==> config.mk <==
export PLATFORM = sky130hd
export DESIGN_NAME = led_dimmer_mixer_fader
export DESIGN_NICKNAME = d
export VERILOG_FILES = /design/src/rtl/core/ldmf_pkg.sv /design/src/rtl/core/ldmf_chan.sv /design/src/rtl/core/led_dimmer_mixer_fader.sv
export SDC_FILE = /design/constraint.sdc
export NUM_CORES = 2
export LEC_CHECK = 0
export ABC_AREA = 1
export BUFFER_PORTS_ARGS = -buffer_cell sky130_fd_sc_hd__buf_2
export CORE_ASPECT_RATIO = 1.2
export CORE_MARGIN = 10
export CORE_UTILIZATION = 50
export DETAILED_ROUTE_END_ITERATION = 10
export GPL_TIMING_DRIVEN = 0
export PLACE_DENSITY = 0.7
export SLEW_MARGIN = 10
export SYNTH_ARGS = -nofsm -noshare
export SYNTH_HDL_FRONTEND = slang
export SYNTH_SLANG_ARGS = --single-unit
==> constraint.sdc <==
create_clock -name i_clk -period 18.15 [get_ports i_clk]
set_input_delay 0.9075 -clock i_clk [delete_from_list [all_inputs] [get_ports i_clk]]
set_output_delay 0.9075 -clock i_clk [all_outputs]
set_load 0.005 [all_outputs]
==> src/rtl/core/ldmf_pkg.sv <==
`timescale 1ns / 1ps
// ----------------------------------------------------------------------------
// ldmf_pkg
// Shared types, codes and reset constants of the LED dimmer/mixer/fader.
// ----------------------------------------------------------------------------
package ldmf_pkg;

    localparam int LDMF_MAX_CH    = 5;
    localparam int LDMF_CHANNELS  = 5;
    localparam int LDMF_DUTY_BITS = 11;
    localparam int LDMF_ADDR_W    = 5;

    localparam logic [10:0] FULL_SCALE = 11'd1024;

    // command codes
    localparam logic [3:0] CMD_TICK        = 4'd0;
    localparam logic [3:0] CMD_SET_POWER   = 4'd1;
    localparam logic [3:0] CMD_TOGGLE      = 4'd2;
    localparam logic [3:0] CMD_SET_BRIGHT  = 4'd3;
    localparam logic [3:0] CMD_BRIGHT_UP   = 4'd4;
    localparam logic [3:0] CMD_BRIGHT_DOWN = 4'd5;
    localparam logic [3:0] CMD_SET_MIX     = 4'd6;
    localparam logic [3:0] CMD_MIX_UP      = 4'd7;
    localparam logic [3:0] CMD_MIX_DOWN    = 4'd8;
    localparam logic [3:0] CMD_SET_LEVEL   = 4'd9;
    localparam logic [3:0] CMD_LEVEL_UP    = 4'd10;
    localparam logic [3:0] CMD_LEVEL_DOWN  = 4'd11;

    // channel mapping mode codes
    localparam logic [2:0] MODE_SINGLE = 3'd0;
    localparam logic [2:0] MODE_CCT    = 3'd1;
    localparam logic [2:0] MODE_RGB    = 3'd2;
    localparam logic [2:0] MODE_RGBW   = 3'd3;
    localparam logic [2:0] MODE_RGBWW  = 3'd4;

    // register indexes
    localparam logic [2:0] REG_MODE      = 3'd0;
    localparam logic [2:0] REG_MAX       = 3'd1;
    localparam logic [2:0] REG_FADE      = 3'd2;
    localparam logic [2:0] REG_BSTEP     = 3'd3;
    localparam logic [2:0] REG_LSTEP     = 3'd4;
    localparam logic [2:0] REG_MIN_BRIGHT = 3'd5;

    // reset values
    localparam logic [2:0]  RST_MODE       = MODE_CCT;
    localparam logic [10:0] RST_MAX        = 11'd1023;
    localparam logic [10:0] RST_FADE       = 11'd8;
    localparam logic [10:0] RST_BSTEP      = 11'd32;
    localparam logic [10:0] RST_LSTEP      = 11'd32;
    localparam logic [10:0] RST_MIN_BRIGHT = 11'd1;
    localparam logic [10:0] RST_BRIGHTNESS = 11'd256;

    typedef struct packed {
        logic [3:0]  command;
        logic [2:0]  channel;
        logic [15:0] value;
    } t_cmd_in;

    typedef struct packed {
        logic [10:0] duty_0;
        logic [10:0] duty_1;
        logic [10:0] duty_2;
        logic [10:0] duty_3;
        logic [10:0] duty_4;
        logic        power_on;
        logic [10:0] brightness_now;
        logic [10:0] mix_now;
    } t_duty_out;

    // per-item control handed to each channel
    typedef struct packed {
        logic        adv;
        logic        tick;
        logic        recalc;
        logic        power;
        logic [10:0] brightness;
        logic [10:0] fade_step;
    } t_chan_ctl;

endpackage

==> src/rtl/core/ldmf_chan.sv <==
`timescale 1ns / 1ps
// ----------------------------------------------------------------------------
// ldmf_chan
// One dimmer channel: target duty from brightness and a scale factor, and
// the current duty that fades toward the target on each tick.
// ----------------------------------------------------------------------------
module ldmf_chan #(
    parameter int DUTY_BITS  = 11,
    parameter int RST_TARGET = 0
) (
    input  logic                   i_clk,
    input  logic                   i_rst_n,
    input  ldmf_pkg::t_chan_ctl    i_ctl,
    input  logic                   i_sel,
    input  logic [10:0]            i_factor,
    output logic [DUTY_BITS-1:0]   o_duty_next
);
    import ldmf_pkg::*;

    logic [DUTY_BITS-1:0] r_target, n_target;
    logic [DUTY_BITS-1:0] r_current, w_faded;
    logic [21:0]          w_prod;
    logic [10:0]          w_tgt;
    logic [16:0]          w_c, w_t, w_fs, w_diff, w_inc, w_sum;

    assign w_prod = 22'(i_ctl.brightness) * 22'(i_factor);
    assign w_tgt  = i_ctl.power ? w_prod[20:10] : 11'd0;

    assign n_target = (i_ctl.recalc && i_sel) ? DUTY_BITS'(w_tgt) : r_target;

    // move current toward target by at most fade_step
    always_comb begin
        w_c  = 17'(r_current);
        w_t  = 17'(r_target);
        w_fs = 17'(i_ctl.fade_step);
        if (w_t > w_c) begin
            w_diff = w_t - w_c;
            w_inc  = (w_diff > w_fs) ? w_fs : w_diff;
            w_sum  = w_c + w_inc;
        end else begin
            w_diff = w_c - w_t;
            w_inc  = (w_diff > w_fs) ? w_fs : w_diff;
            w_sum  = w_c - w_inc;
        end
        w_faded = DUTY_BITS'(w_sum);
    end

    assign o_duty_next = i_ctl.tick ? w_faded : r_current;

    always_ff @(posedge i_clk) begin
        if (!i_rst_n) begin
            r_target  <= DUTY_BITS'(RST_TARGET);
            r_current <= '0;
        end else if (i_ctl.adv) begin
            r_target  <= n_target;
            r_current <= o_duty_next;
        end
    end

endmodule

==> src/rtl/core/led_dimmer_mixer_fader.sv <==
`timescale 1ns / 1ps
// ----------------------------------------------------------------------------
// led_dimmer_mixer_fader
// Five-channel LED dimmer: power, brightness, warm/cold mix and channel
// level commands, per-mode channel targets and a tick-driven fade ramp.
// ----------------------------------------------------------------------------
//  channel   signals                               moves
//  command   i_cmd_valid / o_cmd_ready / i_cmd     command, channel, value
//  result    o_res_valid / i_res_ready / o_res     duties, power, brightness, mix
//  config    psel penable pwrite paddr pwdata      six registers at 4*index
//
//  One command per cycle while results are taken; each result passes the
//  channel stage and then the result register. Settings update at the command
//  transfer; targets and the fade step update in the channel stage.
//  Synchronous active-low reset restores the reset settings and targets.
//  A held result stalls the channel stage and then the command side.
// ----------------------------------------------------------------------------
module led_dimmer_mixer_fader #(
    parameter int CHANNELS  = ldmf_pkg::LDMF_CHANNELS,
    parameter int DUTY_BITS = ldmf_pkg::LDMF_DUTY_BITS
) (
    input  logic                              i_clk,
    input  logic                              i_rst_n,
    input  logic                              i_cmd_valid,
    output logic                              o_cmd_ready,
    input  ldmf_pkg::t_cmd_in                 i_cmd,
    output logic                              o_res_valid,
    input  logic                              i_res_ready,
    output ldmf_pkg::t_duty_out               o_res,
    input  logic                              psel,
    input  logic                              penable,
    input  logic                              pwrite,
    input  logic [ldmf_pkg::LDMF_ADDR_W-1:0]  paddr,
    input  logic [31:0]                       pwdata,
    output logic [31:0]                       prdata,
    output logic                              pready
);
    import ldmf_pkg::*;

    localparam int CH_IDX_W = (CHANNELS > 1) ? $clog2(CHANNELS) : 1;
    localparam logic [3:0] CH_LIM = 4'(CHANNELS);

    // configuration
    logic [2:0]  r_mode;
    logic [10:0] r_max, r_fade, r_bstep, r_lstep, r_minb;
    logic [2:0]  w_reg_idx;
    logic        w_cfg_wr;

    // settings
    logic        r_power, n_power;
    logic [10:0] r_bright, n_bright;
    logic [10:0] r_mix, n_mix;
    logic [10:0] r_level [CHANNELS];
    logic        n_level_wr;

    // command decode
    logic        w_accept;
    logic        w_ch_ok;
    logic [CH_IDX_W-1:0] w_ch_idx;
    logic [10:0] w_bound, w_old, w_step, w_floor, w_lvl_old;
    logic [10:0] w_set_res, w_up_res, w_down_res, w_res;
    logic [11:0] w_sum;
    logic [10:0] w_dn;
    logic        w_up, w_down;
    logic        n_chg, n_tick;

    // pipeline control
    logic        r_stg_valid, r_stg_tick, r_stg_chg;
    logic        r_out_valid;
    logic        w_out_free, w_stg_adv;
    t_duty_out   r_out;
    t_chan_ctl   w_ctl;
    logic [10:0] w_duty [LDMF_MAX_CH];

    // ---------------- configuration port ----------------
    assign pready    = 1'b1;
    assign w_reg_idx = paddr[LDMF_ADDR_W-1:2];
    assign w_cfg_wr  = psel && penable && pwrite;

    always_ff @(posedge i_clk) begin
        if (!i_rst_n) begin
            r_mode  <= RST_MODE;
            r_max   <= RST_MAX;
            r_fade  <= RST_FADE;
            r_bstep <= RST_BSTEP;
            r_lstep <= RST_LSTEP;
            r_minb  <= RST_MIN_BRIGHT;
        end else if (w_cfg_wr) begin
            unique case (w_reg_idx)
                REG_MODE:       r_mode  <= pwdata[2:0];
                REG_MAX:        r_max   <= pwdata[10:0];
                REG_FADE:       r_fade  <= pwdata[10:0];
                REG_BSTEP:      r_bstep <= pwdata[10:0];
                REG_LSTEP:      r_lstep <= pwdata[10:0];
                REG_MIN_BRIGHT: r_minb  <= pwdata[10:0];
                default: ;
            endcase
        end
    end

    always_comb begin
        unique case (w_reg_idx)
            REG_MODE:       prdata = 32'(r_mode);
            REG_MAX:        prdata = 32'(r_max);
            REG_FADE:       prdata = 32'(r_fade);
            REG_BSTEP:      prdata = 32'(r_bstep);
            REG_LSTEP:      prdata = 32'(r_lstep);
            REG_MIN_BRIGHT: prdata = 32'(r_minb);
            default:        prdata = '0;
        endcase
    end

    // ---------------- command decode and settings ----------------
    assign w_out_free  = !r_out_valid || i_res_ready;
    assign w_stg_adv   = r_stg_valid && w_out_free;
    assign o_cmd_ready = !r_stg_valid || w_out_free;
    assign w_accept    = i_cmd_valid && o_cmd_ready;

    assign w_ch_ok   = {1'b0, i_cmd.channel} < CH_LIM;
    assign w_ch_idx  = i_cmd.channel[CH_IDX_W-1:0];
    assign w_lvl_old = w_ch_ok ? r_level[w_ch_idx] : 11'd0;
    assign w_bound   = (r_max > FULL_SCALE) ? FULL_SCALE : r_max;

    // select the operand, step and floor of the set/step path
    always_comb begin
        w_old   = r_bright;
        w_step  = r_lstep;
        w_floor = 11'd0;
        w_up    = 1'b0;
        w_down  = 1'b0;
        case (i_cmd.command) inside
            CMD_SET_BRIGHT, CMD_BRIGHT_UP, CMD_BRIGHT_DOWN: begin
                w_old  = r_bright;
                w_step = r_bstep;
            end
            CMD_SET_MIX, CMD_MIX_UP, CMD_MIX_DOWN: w_old = r_mix;
            CMD_SET_LEVEL, CMD_LEVEL_UP, CMD_LEVEL_DOWN: w_old = w_lvl_old;
            default: ;
        endcase
        case (i_cmd.command) inside
            CMD_BRIGHT_UP, CMD_MIX_UP, CMD_LEVEL_UP: w_up = 1'b1;
            CMD_BRIGHT_DOWN, CMD_MIX_DOWN, CMD_LEVEL_DOWN: w_down = 1'b1;
            default: ;
        endcase
        if (i_cmd.command == CMD_BRIGHT_DOWN) begin
            w_floor = r_minb;
        end
    end

    always_comb begin
        w_set_res = (i_cmd.value > 16'(w_bound)) ? w_bound : i_cmd.value[10:0];
        w_sum     = 12'(w_old) + 12'(w_step);
        w_up_res  = (w_sum > 12'(w_bound)) ? w_bound : w_sum[10:0];
        w_dn      = (w_old > w_step) ? (w_old - w_step) : 11'd0;
        if (w_dn < w_floor) begin
            w_dn = w_floor;
        end
        w_down_res = (w_dn > w_bound) ? w_bound : w_dn;
        if (w_up) begin
            w_res = w_up_res;
        end else if (w_down) begin
            w_res = w_down_res;
        end else begin
            w_res = w_set_res;
        end
    end

    always_comb begin
        n_power    = r_power;
        n_bright   = r_bright;
        n_mix      = r_mix;
        n_level_wr = 1'b0;
        n_chg      = 1'b1;
        n_tick     = 1'b0;
        case (i_cmd.command) inside
            CMD_TICK: begin
                n_tick = 1'b1;
                n_chg  = 1'b0;
            end
            CMD_SET_POWER:  n_power = i_cmd.value[0];
            CMD_TOGGLE:     n_power = ~r_power;
            CMD_SET_BRIGHT: n_bright = w_res;
            CMD_BRIGHT_UP, CMD_BRIGHT_DOWN: begin
                // ignore brightness steps while off
                if (r_power) begin
                    n_bright = w_res;
                end else begin
                    n_chg = 1'b0;
                end
            end
            CMD_SET_MIX, CMD_MIX_UP, CMD_MIX_DOWN: n_mix = w_res;
            CMD_SET_LEVEL, CMD_LEVEL_UP, CMD_LEVEL_DOWN: n_level_wr = w_ch_ok;
            default: n_chg = 1'b0;
        endcase
    end

    always_ff @(posedge i_clk) begin
        if (!i_rst_n) begin
            r_power  <= 1'b1;
            r_bright <= RST_BRIGHTNESS;
            r_mix    <= '0;
        end else if (w_accept) begin
            r_power  <= n_power;
            r_bright <= n_bright;
            r_mix    <= n_mix;
        end
    end

    for (genvar i = 0; i < CHANNELS; i++) begin : g_level
        always_ff @(posedge i_clk) begin
            if (!i_rst_n) begin
                r_level[i] <= '0;
            end else if (w_accept && n_level_wr && (w_ch_idx == CH_IDX_W'(i))) begin
                r_level[i] <= w_res;
            end
        end
    end

    // ---------------- channel stage ----------------
    always_ff @(posedge i_clk) begin
        if (!i_rst_n) begin
            r_stg_valid <= 1'b0;
            r_stg_tick  <= 1'b0;
            r_stg_chg   <= 1'b0;
        end else if (o_cmd_ready) begin
            r_stg_valid <= w_accept;
            r_stg_tick  <= w_accept && n_tick;
            r_stg_chg   <= w_accept && n_chg;
        end
    end

    assign w_ctl.adv        = w_stg_adv;
    assign w_ctl.tick       = r_stg_tick;
    assign w_ctl.recalc     = r_stg_chg;
    assign w_ctl.power      = r_power;
    assign w_ctl.brightness = r_bright;
    assign w_ctl.fade_step  = r_fade;

    for (genvar i = 0; i < LDMF_MAX_CH; i++) begin : g_chan
        if (i < CHANNELS) begin : g_used
            logic                 w_sel;
            logic [10:0]          w_factor;
            logic [DUTY_BITS-1:0] w_next;
            logic [15:0]          w_ext;

            always_comb begin
                w_sel    = 1'b0;
                w_factor = 11'd0;
                unique case (r_mode)
                    MODE_SINGLE: begin
                        w_sel    = (i == 0);
                        w_factor = FULL_SCALE;
                    end
                    MODE_CCT: begin
                        w_sel    = (i < 2);
                        w_factor = (i == 0) ? r_mix : (FULL_SCALE - r_mix);
                    end
                    MODE_RGB: begin
                        w_sel    = (i < 3);
                        w_factor = r_level[i];
                    end
                    MODE_RGBW: begin
                        w_sel    = (i < 4);
                        w_factor = r_level[i];
                    end
                    MODE_RGBWW: begin
                        w_sel    = (i < 5);
                        w_factor = r_level[i];
                    end
                    default: ;
                endcase
            end

            ldmf_chan #(
                .DUTY_BITS  (DUTY_BITS),
                .RST_TARGET ((i == 1) ? int'(RST_BRIGHTNESS) : 0)
            ) u_chan (
                .i_clk       (i_clk),
                .i_rst_n     (i_rst_n),
                .i_ctl       (w_ctl),
                .i_sel       (w_sel),
                .i_factor    (w_factor),
                .o_duty_next (w_next)
            );

            assign w_ext     = 16'(w_next);
            assign w_duty[i] = w_ext[10:0];
        end else begin : g_unused
            assign w_duty[i] = '0;
        end
    end

    // ---------------- result register ----------------
    always_ff @(posedge i_clk) begin
        if (!i_rst_n) begin
            r_out_valid <= 1'b0;
        end else if (w_stg_adv) begin
            r_out_valid <= 1'b1;
        end else if (i_res_ready) begin
            r_out_valid <= 1'b0;
        end
    end

    always_ff @(posedge i_clk) begin
        if (w_stg_adv) begin
            r_out.duty_0         <= w_duty[0];
            r_out.duty_1         <= w_duty[1];
            r_out.duty_2         <= w_duty[2];
            r_out.duty_3         <= w_duty[3];
            r_out.duty_4         <= w_duty[4];
            r_out.power_on       <= r_power;
            r_out.brightness_now <= r_bright;
            r_out.mix_now        <= r_mix;
        end
    end

    assign o_res_valid = r_out_valid;
    assign o_res       = r_out;

endmodule
==> parameters.txt <==
Parameter                              Value

Status
  Outcome ... finished, final reports clean

Drt
  Violation count after the first detailed-route iteration ... 3339
  Wirelength, routed ... 164000 um
  Avg Vias per Cell ... 5.60
  Detailed-routing iteration count for the pre-antenna-repair pass ... 6
  Remaining DRCs ... 0
  Vias post-DR ... 44167
  Routed length per placed instance ... 20.8 um
  Count of nets left with antenna violations after detail routing ... 0

Worst setup path
  Crit path launch type ... input port
  Cell with the biggest individual delay on the critical path ... sky130_fd_sc_hd__nand2_1
  Top cell by count, worst path ... sky130_fd_sc_hd__nand2_1
  Element type at the critical path end ... flop
  Crit path max fanout ... 10
  Crit Path Class ... in -> reg
  Number of cells traversed by the worst register-to-register path ... 34
  Largest stage delay on the critical path ... 470 ps
  Data arrival time of the critical path ... 8640 ps
  Required time worst endpoint ... 18460 ps

STA
  Hold violation total from the final report ... 0
  Fin. max-slew vios ... 0
  Number of setup violations in the final report ... 0
  Crit path time final ... 8330 ps
  Clock Skew ... 24.5 ps
  Worst-margin pin slew ... 1300 ps
  Final clock period utilization by the worst path ... 0.459
  Highest Clock Rate ... 0.120 GHz
  Setup Total Neg Slack ... 0 ps
  Unrepaired setup endpoints after global routing ... false
  Worst-case headroom to the max-slew limit ... 0.132

Yosys
  Average size of a mapped cell ... 7.35 um^2
  Simple-gate share of the synthesized area ... 0.204
  Proportion of register bits with asynchronous set or reset after synthesis ... 0
  Register bit total from synthesis ... 328
  Proportion of netlist area held by the largest area contributor ... 0.173
  Synth Area in Compound Gates ... 0.147
  Area share of xor/xnor cells in the synthesized design ... 0.0277
  Largest cells by area after synthesis ... sky130_fd_sc_hd__fa_1 (17%), sky130_fd_sc_hd__ha_1 (16%), sky130_fd_sc_hd__nand2_1 (10%)
  Unique cell type count in the Yosys netlist ... 83
  Ys flop type ... sky130_fd_sc_hd__dfxtp_1
  Number of enable-type register cells in the synthesized netlist ... 133
  Cell taking the most area after synthesis ... sky130_fd_sc_hd__fa_1
  Mapped Cells ... 6410
  Portion of the post-synthesis area used by sequential elements ... 0.168
  Combined area of all synthesized cells ... 47100 um^2
  Fraction of synthesized area in multiplexers ... 0.000637
  Count of warnings emitted by yosys ... 0
  Combinational family with the most area after synthesis ... adder cells
  Post-Synth Adder-Cell Area ... 0.334

Clock tree
  Gates resized, CTS repair ... 0
  Total number of clock tree sinks ... 328
  Clock Path Buffers ... 3
  Clk Latency, worst-skew pair ... 600 ps
  Clock tree from TritonCTS ... done
  H-tree depth ... 2
  Number of hold buffers added after CTS ... 0
  Clock Tree Root ... sky130_fd_sc_hd__clkbuf_16
  Post-CTS setup repair buffer count ... 0
  Clock-pin slew reported for the worst setup and hold paths after clock tree synthesis ... 60 ps
  CTS Buf Count ... 41

Cells and area
  Ratio of cells with drive above 1 in the final layout ... 0.0663
  Diode insertion count for antenna repair ... 0
  End-of-flow core utilization ... 0.544
  Multi-input combinational cell area ... 33700 um^2
  Register Area ... 7900 um^2
  Synth-to-Final Area Change ... 7.93%
  Most frequent standard cell in the layout excluding fill and tap cells ... sky130_fd_sc_hd__nand2_1
  Commonest cells after routing, fill and taps aside ... sky130_fd_sc_hd__nand2_1 (1270), sky130_fd_sc_hd__inv_1 (1144), sky130_fd_sc_hd__ha_1 (606)
  Total Nets Final ... 7691
  Number of filler cells placed in the layout ... 9237

Hold path
  Min-Delay Path Depth ... 2
  HP Class ... reg -> reg

Floorplanning
  Die width ... 300 um
  Die Y-Extent ... 356 um
  Floorplan Core Area ... 93600 um^2
  I/O Pins ... 180
  Row Count ... 123
  Area enclosed by the die boundary ... 107000 um^2
  Starting density of the core ... 0.504

Pwr
  Leakage power ... 0.0253 uW
  Worst supply voltage drop on vdd ... 0.0000523 V
  Power density cells ... 70.0 nW/um^2

Job
  Max-cap violation count ... 0

GRT
  Wire length of the first global-routing pass ... 251000 um
  Largest net degree at the start of global routing ... 52
  Number of global-route vias before repair ... 43592
  Total GRT Usage ... 0.303
  Grt total ovfl ... 0
  Antenna violations before repair ... 3

Placed design
  Count of input and output buffers ... 133
  Detailed-placement wirelength estimate ... 134000 um
  Routability-driven placement congestion ratio ... 1.02
==> registers in the layout (all words and copies together) (netlist names), 3 cells and up <==
register / flops
r_bstep: 11
r_lstep: 11
r_fade: 11
r_minb: 11
r_bright: 11
r_mode: 3
r_max: 11
g_chan.g_used.u_chan.r_target: 55
g_chan.g_used.u_chan.r_current: 55
o_res: 78
r_level: 55
r_mix: 11
==> kinds of logic (layout without fill, tap and decap cells) <==
kind of cell | Yosys count | count (layout)
AO/OA/AOI/OAI | 1206 | 1206
XOR/XNOR | 149 | 149
adder cells (fa/ha/maj) | 1013 | 1013
buffers and inverters | 1434 | 1645
flip-flops | 328 | 328
multiplexers | 3 | 3
other | 2 | 22
AND/OR/NAND/NOR | 2275 | 2275
==> metal layers <==
metal | global-route usage | part of all wire | up-vias
met3 | 0.0495 | 0.075 | 490
met1 | 0.358 | 0.39 | 20900
met5 | 0 | 0.00016 | -
met4 | 0.179 | 0.070 | 4
li1 | - | - | 20897
met2 | 0.513 | 0.47 | 1876
==> final cells by class <==
class,count,share of cell area
clock buffers,55,0.0239
flip-flops and latches,328,0.155
repair buffers,138,0.0141
inverters,1200,0.0888
clock inverters,18,0.00312
well taps,1250,0.0308
multi-input cells,4668,0.662
plain buffers,234,0.0218
==> report_power, final <==
group / internal, uW / leakage, uW / switching, uW / total (uW)
Clock: 489 / 0.000687 / 362 / 851
Sequential: 799 / 0.00290 / 25.3 / 824
Combinational: 631 / 0.0217 / 1250 / 1880
Total: 1920 / 0.0253 / 1640 / 3560
==> final timing paths <==
check	from	endpoint	slack (ps)
max	i_cmd[18]	r_level[1][5]$_SDFFCE_PN0P_	9820
min	r_stg_valid$_SDFFE_PN0N_	o_res_valid$_SDFFE_PN0P_	480
max reg2reg	r_mix[0]$_SDFFE_PN0P_	g_chan[4].g_used.u_chan.r_target[10]$_SDFFE_PN0P_	10210
min reg2reg	r_stg_valid$_SDFFE_PN0N_	o_res_valid$_SDFFE_PN0P_	480
==> synth_stat cells (6+ instances only) <==
cell                       count
sky130_fd_sc_hd__nand2_1    1270
sky130_fd_sc_hd__inv_1      1144
sky130_fd_sc_hd__ha_1        606
sky130_fd_sc_hd__nor2_1      543
sky130_fd_sc_hd__a21oi_1     493
sky130_fd_sc_hd__fa_1        407
sky130_fd_sc_hd__o21ai_0     383
sky130_fd_sc_hd__nand3_1     218
sky130_fd_sc_hd__dfxtp_1     195
sky130_fd_sc_hd__clkbuf_1    168
sky130_fd_sc_hd__edfxtp_1    133
sky130_fd_sc_hd__xor2_1      117
sky130_fd_sc_hd__nand4_1      62
sky130_fd_sc_hd__nor3_1       45
sky130_fd_sc_hd__nand2_2      40
sky130_fd_sc_hd__o21ai_1      40
sky130_fd_sc_hd__o211ai_1     35
sky130_fd_sc_hd__clkinv_1     33
sky130_fd_sc_hd__o22ai_1      33
sky130_fd_sc_hd__xnor2_1      32
sky130_fd_sc_hd__o21bai_1     31
sky130_fd_sc_hd__buf_4        27
sky130_fd_sc_hd__buf_2        26
sky130_fd_sc_hd__a21boi_0     25
sky130_fd_sc_hd__a22oi_1      24
sky130_fd_sc_hd__a21o_1       20
sky130_fd_sc_hd__inv_2        20
sky130_fd_sc_hd__o221ai_1     20
sky130_fd_sc_hd__nand3b_1     19
sky130_fd_sc_hd__o21ai_2      19
sky130_fd_sc_hd__nand2_4      13
sky130_fd_sc_hd__or2_2        13
sky130_fd_sc_hd__a211oi_1     10
sky130_fd_sc_hd__a21boi_1     10
sky130_fd_sc_hd__o31ai_1       9
sky130_fd_sc_hd__a21oi_2       8
sky130_fd_sc_hd__buf_6         8
sky130_fd_sc_hd__nand3_2       7
sky130_fd_sc_hd__nor2_2        7
sky130_fd_sc_hd__nor4_1        7
sky130_fd_sc_hd__a31oi_1       6
==> through the flow <==
stage	power (uW)	instances	worst slack, ps	hold WS [ps]	area, um^2
after floorplan	2180	6430	11520	403	47200
after global placement	2650	7813	9450	457	49400
after detailed placement	2690	7818	9460	449	49500
after CTS	3550	7891	10070	475	50900
after global routing	3840	7891	9120	499	50900
final	3560	7891	9820	478	50900
==> critical path, delay by kind of cell <==
family	cells	cell delay, ps
adder cells (fa/ha/maj)	3	920
AO/OA/AOI/OAI	11	2160
AND/OR/NAND/NOR	18	2510
buffers and inverters	7	2070
Note: power is estimated with default switching activity, not from simulation.
